===== config.mk =====
export PLATFORM = sky130hd
export DESIGN_NAME = cki_cell
export DESIGN_NICKNAME = d
export VERILOG_FILES = /design/src/sv/cki_pkg.sv /design/src/sv/cki_cell.sv
export SDC_FILE = /design/constraint.sdc
export NUM_CORES = 1
export LEC_CHECK = 0
export BUFFER_PORTS_ARGS = -buffer_cell sky130_fd_sc_hd__buf_2
export CAP_MARGIN = 15
export CELL_PAD_IN_SITES_DETAIL_PLACEMENT = 0
export CELL_PAD_IN_SITES_GLOBAL_PLACEMENT = 1
export CORE_AREA = 2 2 129 131
export DETAILED_ROUTE_END_ITERATION = 10
export DIE_AREA = 0 0 131 133
export PLACE_DENSITY = 0.86
export SYNTH_ARGS = -nofsm -noshare
export SYNTH_HDL_FRONTEND = slang
export SYNTH_SLANG_ARGS = --single-unit
export TNS_END_PERCENT = 10

===== constraint.sdc =====
create_clock -name aclk -period 10.65 [get_ports aclk]
set_input_delay 1.065 -clock aclk [delete_from_list [all_inputs] [get_ports aclk]]
set_output_delay 1.065 -clock aclk [all_outputs]
set_load 0.005 [all_outputs]

===== src/sv/cki_pkg.sv =====
// Shared constants and types for the color keyframe interpolator.
package cki_pkg;
    localparam int MaxSteps = 16;
    localparam int IdxW = $clog2(MaxSteps);
    localparam int CntW = $clog2(MaxSteps + 1);
    localparam int AgeW = 17;
    localparam int ColW = 64;
    localparam logic [16:0] AgeOne = 17'd65536;

    localparam logic [1:0] CMD_INSERT = 2'd0;
    localparam logic [1:0] CMD_REMOVE = 2'd1;
    localparam logic [1:0] CMD_EVAL   = 2'd2;

    localparam logic [1:0] ST_OK   = 2'd0;
    localparam logic [1:0] ST_FULL = 2'd1;
    localparam logic [1:0] ST_RANGE = 2'd2;

    // per-cell shift controls, broadcast along the row
    typedef struct packed {
        logic             ins;     // open a slot at pos
        logic             rem;     // close the slot at pos
        logic [IdxW:0]    pos;     // slot index
        logic [AgeW-1:0]  age;
        logic [ColW-1:0]  color;
    } cell_ctl_t;

    typedef enum logic [4:0] {
        S_IDLE = 5'b00001,
        S_SCAN = 5'b00010,
        S_DIV  = 5'b00100,
        S_MUL  = 5'b01000,
        S_OUT  = 5'b10000
    } state_t;
endpackage


===== src/sv/cki_cell.sv =====
// One keyframe cell: holds an age and a color; shifts with its neighbors.
module cki_cell (
    input  logic                        aclk,
    input  logic [cki_pkg::IdxW:0]      my_idx,
    input  cki_pkg::cell_ctl_t          ctl,
    input  logic [cki_pkg::AgeW-1:0]    left_age,
    input  logic [cki_pkg::ColW-1:0]    left_color,
    input  logic [cki_pkg::AgeW-1:0]    right_age,
    input  logic [cki_pkg::ColW-1:0]    right_color,
    output logic [cki_pkg::AgeW-1:0]    age_q,
    output logic [cki_pkg::ColW-1:0]    color_q
);
    logic [cki_pkg::AgeW-1:0] age_reg, age_next;
    logic [cki_pkg::ColW-1:0] color_reg, color_next;

    always_comb begin
        age_next = age_reg;
        color_next = color_reg;
        if (ctl.ins) begin
            if (my_idx == ctl.pos) begin
                age_next = ctl.age;
                color_next = ctl.color;
            end else if (my_idx > ctl.pos) begin
                age_next = left_age;
                color_next = left_color;
            end
        end else if (ctl.rem && my_idx >= ctl.pos) begin
            age_next = right_age;
            color_next = right_color;
        end
    end

    always_ff @(posedge aclk) begin
        age_reg <= age_next;
        color_reg <= color_next;
    end

    assign age_q = age_reg;
    assign color_q = color_reg;
endmodule


==> qor.csv <==
stage,metric,value,unit
global_route,grt_pass1_vias,4841,
placement,port_buffers,336,
sta,slew_headroom,40.7,%
finish,nFillCells,1646,
routing,drt-pass1-iter-count,5,
sta,finalSetupTns,0,ps
routing,vias,4975,
critical_path,path_max_fanout,43,
clocking,htreeDepth,3,
sta,post-route-period-util,28.5,%
global_route,grt_max_degree,91,
power_and_ir_drop,p_leak,2.75,nW
status,outcome,"finished, final reports clean",
clocking,cts_resized,0,
floorplan,num_rows,47,
floorplan,start_util,27.7,%
floorplan,fp.dieArea,17400,um^2
global_route,grt_use_total,18.1,%
routing,final_antenna_net_count,0,
routing,routed_via_density,4.96,
synth,synth_cells,478,
clocking,cts_sinks,81,
flow_run,max-cap-violations,0,
sta,fin_ws,7620,ps
synth,yosysSeqAreaShare,54.3,%
synth,syn_area_per_cell,9.37,um^2
critical_path,crit_chain,buf_2 > inv_1 > ha_1 > and3_2 > buf_4 > nand3_1 > a31oi_1,
finish,antenna_cells,0,
synth,synth-seq-cells,81,
finish,syn2layout_area_growth,45.9,%
clocking,cts_hold_buf,0,
routing,post-route-drc-count,0,
sta,maxSlewViolCount,0,
placement,dp_hpwl,11300,um
critical_path,worst_path_largest_cell_delay,800,ps
routing,wl_per_cell,16.1,um
routing,totalWireLength,16100,um
placement,place.gp.congestion,0.869,
sta,hold_viol_final,0,
synth,syn_nets,739,
critical_path,cpMaxStageDelayCell,and3_2,
sta,max_freq,0.330,GHz
critical_path,crit_type,primary input to flop,
sta,rsz0062_at_grt,no,
clocking,cts_setup_buffers,0,
synth,synth_warnings,0,
clocking,cts_made_buffers,9,
clocking,cts_tree,built,
sta,worst_pin_slew,890,ps
global_route,antenna_found_initial,0,
placement,dp_slack,7280,ps
finish,layout_commonest_cell,buf_2,
global_route,grt_pass1_wl,24400,um
floorplan,die_x,131,um
synth,synth_area,4480,um^2
routing,drtIter0Drc,254,
clocking,clk_pin_slew,60,ps
finish,drive_above_1_share,45.9,%
floorplan,io_pins,337,
critical_path,cp-end-kind,flop,
sta,finalSetupViolations,0,
clocking,clockBufferDepth,2,
worst_hold_path,hp-class,primary input to flop,
critical_path,cp.required,10830,ps
floorplan,core-area,16200,um^2
power_and_ir_drop,power.density,146,nW/um^2
floorplan,die_h,133,um
placement,dp.cells,989,
power_and_ir_drop,peakVddDrop,86.3,uV
synth,yosysUniqueCellTypes,17,
finish,nets,1041,
critical_path,cp-start-kind,primary input,
clocking,cts_root_buf,clkbuf_16,
finish,final_cells,1004,
global_route,gr-total-overflow,0,
sta,period_needed,3030,ps
critical_path,worst_ep_arrival_time,3210,ps
power_and_ir_drop,power,953,uW
finish,finish.utilization,40.4,%
finish,final_cell_mix,"buf_2 (335), o21ai_0 (82)",
## sequential cells by signal (all words and copies together) (netlist names)
signal	flops
color_q	64
age_q	17
## layer usage
| metal | vias to the layer above | global-route usage, % | routed length [um] |
|---|---|---|---|
| li1 | 2406 | - | - |
| met1 | 2285 | 20.9 | 6230 |
| met2 | 253 | 31.5 | 8160 |
| met5 | - | 0 | 0 |
| met3 | 31 | 4.00 | 1310 |
| met4 | 0 | 8.16 | 420 |
## critical path, delay by kind of cell
kind,cells,cell delay (ps)
AND/OR/NAND/NOR,2,930
buffers and inverters,3,630
adder cells (fa/ha/maj),1,330
AO/OA/AOI/OAI,1,220
## cell families after synthesis
kind of cell / count (synthesis) / share of synthesized area [%]
buffers and inverters: 58 / 6.84
adders and majority gates: 5 / 1.40
AOI/OAI and AO/OA: 167 / 21.1
and+or+nand+nor: 167 / 16.4
DFF: 81 / 54.3
## area by class of cell
class / instances / area (um^2) / share of cell area (%)
repair buffers: 343 / 1740 / 26.6
multi-input cells: 339 / 1770 / 27.0
well taps: 220 / 275 / 4.21
clock buffers: 11 / 233 / 3.56
flip-flops and latches: 81 / 2430 / 37.2
clock inverters: 4 / 68.8 / 1.05
inverters: 6 / 22.5 / 0.345
## power by group
group	total [mW]	switching, mW	internal [mW]
logic	0.206	0.119	0.0869
registers	0.421	0.0113	0.410
clock network	0.325	0.122	0.203
total	0.953	0.253	0.700
## cell usage after synthesis, drive strengths merged
cell / count / area (um^2)
o22ai: 1 / 6.26
nor2: 81 / 304
ha: 5 / 62.6
inv: 6 / 22.5
nand3: 82 / 410
and2: 1 / 6.26
a31oi: 82 / 513
nand2: 2 / 7.51
and3: 1 / 6.26
o21ai: 82 / 410
clkbuf: 32 / 120
buf: 20 / 164
edfxtp: 81 / 2430
o21a: 1 / 7.51
a211oi: 1 / 7.51
## stage by stage
stage | cell area [um^2] | hold WS, ps
floorplan | 4480 | 1310
global placement | 6230 | 1410
detailed placement | 6230 | 1420
CTS | 6540 | 1050
global route | 6540 | 1060
finish | 6540 | 1070
## path summary, 6_finish.rpt
check,from,slack [ps],to,cells past startpoint
worst max-delay path,ctl[85],7620,age_q[13],7
worst min-delay path,right_color[40],1070,color_q[40],3
Power figures use the tool's default switching activity.
