## config.mk

```make
export PLATFORM = sky130hd
export DESIGN_NAME = cki_div
export DESIGN_NICKNAME = d
export VERILOG_FILES = /design/src/sv/cki_div.sv
export SDC_FILE = /design/constraint.sdc
export NUM_CORES = 1
export LEC_CHECK = 0
export BUFFER_PORTS_ARGS = -buffer_cell sky130_fd_sc_hd__buf_2
export CAP_MARGIN = 40
export CORE_AREA = 2 2 78 80
export CTS_BUF_LIST = sky130_fd_sc_hd__clkbuf_4
export DETAILED_ROUTE_END_ITERATION = 10
export DIE_AREA = 0 0 80 82
export PLACE_DENSITY = 0.9
export SYNTH_ARGS = -nofsm -noshare
export SYNTH_HDL_FRONTEND = slang
export SYNTH_SLANG_ARGS = --single-unit
export TNS_END_PERCENT = 50
```

## constraint.sdc

```tcl
create_clock -name aclk -period 3.38 [get_ports aclk]
set_clock_uncertainty 0.15 [all_clocks]
set_input_delay 0.169 -clock aclk [delete_from_list [all_inputs] [get_ports aclk]]
set_output_delay 0.169 -clock aclk [all_outputs]
set_load 0.005 [all_outputs]
```

## src/sv/cki_div.sv

```systemverilog
// Restoring divider: 16-bit quotient of (num << 16) / den, one bit a cycle.
module cki_div (
    input  logic        aclk,
    input  logic        aresetn,
    input  logic        start,
    input  logic [16:0] num,
    input  logic [16:0] den,
    output logic        done,
    output logic [15:0] quot
);
    logic [17:0] rem_reg, rem_next;
    logic [15:0] q_reg, q_next;
    logic [16:0] den_reg;
    logic [4:0]  cnt_reg, cnt_next;
    logic        busy_reg, busy_next;
    logic [17:0] trial;

    always_comb begin
        rem_next = rem_reg;
        q_next = q_reg;
        cnt_next = cnt_reg;
        busy_next = busy_reg;
        trial = {rem_reg[16:0], 1'b0} - {1'b0, den_reg};
        if (start) begin
            rem_next = {1'b0, num};
            q_next = '0;
            cnt_next = 5'd15;
            busy_next = 1'b1;
        end else if (busy_reg) begin
            if (!trial[17]) begin
                rem_next = trial;
                q_next = {q_reg[14:0], 1'b1};
            end else begin
                rem_next = {rem_reg[16:0], 1'b0};
                q_next = {q_reg[14:0], 1'b0};
            end
            cnt_next = cnt_reg - 5'd1;
            if (cnt_reg == 5'd0) busy_next = 1'b0;
        end
    end

    // num < den so the quotient fits 16 bits; 16 shift-subtract steps
    always_ff @(posedge aclk) begin
        if (!aresetn) begin
            busy_reg <= 1'b0;
            cnt_reg <= '0;
        end else begin
            busy_reg <= busy_next;
            cnt_reg <= cnt_next;
        end
        rem_reg <= rem_next;
        q_reg <= q_next;
        if (start) den_reg <= den;
    end

    assign done = busy_reg && cnt_reg == 5'd0;
    assign quot = q_next;
endmodule

```

==> out/qor.yml <==
detailed_routing:
  drtIter0Drc: 236
  drt-total-wl_um: 7980
  antenna_left: 0
  vias: 2697
  route.detailed.drc: 0
  viasPerCell: 5.76
  dr.pass1.iters: 4
  wl_per_cell_um: 17.0
timing:
  period_needed_ns: 3.26
  slew_viol_final: 0
  slew_headroom_pct: 54.6
  period_share_pct: 96.5
  fmax_ghz: 0.307
  worst_slew_pin_slew_ns: 0.681
  hold_ws_ns: 0.186
  hold_viol_final: 0
  setup_viol: 0
die:
  core_sq_mm: 0.00575
  io_pins: 54
  rows: 28
  die_w_um: 80
  die_area_sq_mm: 0.00656
  initial_core_util_pct: 55.4
  die_h_um: 82
global_routing:
  grt_pass1_wl_um: 12400
  antenna_found_initial: 0
  overflow: 0
  grt_start_max_net_pins: 39
  grt_use_total_pct: 24.8
  grt_pass1_vias: 2771
logic_synthesis:
  synth_common_cells: "edfxtp_1, inv_1, nor2_1, dfxtp_1"
  yosysWarnings: 0
  syn_area_per_cell_sq_um: 10.5
  mappedNetlistArea_sq_mm: 0.00319
  synthTopCellsByArea: "edfxtp_1, dfxtp_1, ha_1"
  yosysTopAreaCellShare_pct: 32.1
  synth_most_common_cell: "edfxtp_1"
  synthCells: 303
  synthFlopType: "edfxtp_1"
  syn-num-nets: 358
  ys_ff_latch: 56
  yosysSeqAreaShare_pct: 45.9
  synthArstFlopShare_pct: 0
  yosysUniqueCellTypes: 54
  synth_largest_area_cell: "edfxtp_1"
  synth-edff-count: 34
cells_and_area:
  diodes: 0
  nets: 447
  drive_above_1_share_pct: 23.4
  syn2layout_area_growth_pct: 24.7
  fill_cells: 401
  instances_no_fill: 468
power:
  power_switching_mw: 1.09
  combPwrFrac_pct: 52.9
  clockPowerShare_pct: 12.1
  power_density_mw_per_mm2: 681
  power.internal_mw: 1.61
  p_leak_nw: 1.73
  seq_power_share_pct: 35.0
  p_sw_share_pct: 40.3
  ir_drop_mv: 0.329
critical_path:
  cp_slowest_cell: "edfxtp_1"
  arrival_ns: 2.94
  crit_fanout: 11
  crit_family: "compound AO/OA/AOI/OAI gates"
  max_stage_delay_ns: 0.42
  critPathRequiredTime_ns: 3.06
  crit_buf_inv: 2
  crit_type: "reg2out"
  start_kind: "register"
  end_kind: "primary output"
  crit_chain: "ha_1, nand4_1, o22ai_1, a211oi_2, o31ai_4, o21bai_2, a41oi_4, buf_4, a211oi_2, buf_2"
  cp_common_cell: "a211oi_2"
job:
  maxCapViolations: 0
cts:
  cts_tree: "built"
  clockBufferDepth: 2
  clk_latency_ns: 0.39
  clkSlewWorstSetupHoldPaths_ns: 0.18
  numCtsBuffers: 5
  clock-sinks: 56
  root_buffer: "clkbuf_4"
  h-tree-depth: 2
placement:
  place_congestion: 0.922
  dp_hpwl_um: 4820
  io_buffers: 53
  place_inst: 422
status:
  status: "completed"
hold_path:
  min_path_type: "in2reg"
==> cells in the final DEF (no fill, tap or decap), drive strengths merged, types with 11 or more instances in the layout <==
master       count
buf             61
dfxtp           22
mux2i           18
nand2           18
ha              17
dlygate4sd3     35
edfxtp          34
nor2            25
o21ai           11
inv             29
a21oi           18
==> cell families after synthesis <==
group                    count (synthesis)  share of synthesized area [%]
adder cells (fa/ha/maj)                 18                           7.31
flip-flops                              56                           45.9
buffers and inverters                   40                           5.11
XOR/XNOR                                17                           4.67
AND/OR/NAND/NOR                         78                           12.4
multiplexers                            27                           8.84
AO/OA/AOI/OAI                           67                           15.8
==> through the flow <==
step | utilization [%] | TNS (ns) | power, mW | cell area [sq um] | setup slack (ns)
4_1_cts | 68.6 | 0 | 2.60 | 3940 | 0.0415
3_5_place_dp | 61.2 | 0 | 2.23 | 3520 | 0.180
3_3_place_gp | 61.2 | 0 | 2.17 | 3520 | 0.318
6_report | 69.1 | 0 | 2.70 | 3970 | 0.119
5_1_grt | 69.1 | -0.0168 | 2.85 | 3970 | -0.0168
2_1_floorplan | - | 0 | 1.97 | 3190 | 0.479
==> path summary, 6_finish.rpt <==
path | depth (start not counted) | startpoint | endpoint | slack, ns
setup reg to reg | 8 | rem_reg[1]$_DFFE_PP_ | rem_reg[12]$_DFFE_PP_ | 0.15
hold reg to reg | 2 | q_reg[9]$_DFF_P_ | q_reg[9]$_DFF_P_ | 0.41
setup / recovery | 10 | rem_reg[10]$_DFFE_PP_ | quot[0] | 0.12
hold / removal | 2 | start | q_reg[9]$_DFF_P_ | 0.19
==> area by class of cell <==
| type | count | area (sq um) | area share, % |
|---|---|---|---|
| Inverter | 26 | 97.6 | 2.46 |
| Multi-Input combinational cell | 207 | 1580 | 39.7 |
| Tap cell | 75 | 93.8 | 2.36 |
| Timing Repair Buffer | 96 | 676 | 17.0 |
| Clock buffer | 5 | 37.5 | 0.945 |
| Sequential cell | 56 | 1460 | 36.8 |
| Clock inverter | 3 | 28.8 | 0.725 |
==> timing repair <==
| action | 4_1_cts | 5_1_grt |
|---|---|---|
| endpoints found under the hold margin | 40 | 0 |
| resized for setup | 0 | 5 |
| buffers inserted | 1 | 2 |
| hold buffers | 35 | 0 |
| pin swaps | 0 | 2 |
| setup endpoints to repair | 1 | 3 |
==> power groups by stage <==
stage | Combinational [mW] | Clock (mW) | Sequential (mW)
after floorplan | 1.04 | 0 | 0.928
after CTS | 1.33 | 0.333 | 0.939
after global routing | 1.54 | 0.354 | 0.955
after global placement | 1.22 | 0 | 0.944
after detailed placement | 1.27 | 0 | 0.955
final | 1.43 | 0.328 | 0.946
==> metal layers <==
layer	vias to the layer above	wire (um)	part of all wire [%]	global-route usage [%]
li1	1271	-	-	-
met1	1277	3010	38	27.0
met2	113	4210	53	45.3
met3	36	426	5.3	4.95
met4	0	332	4.2	13.6
met5	-	0	0	0
No activity file was read; power rests on OpenSTA's default activity.
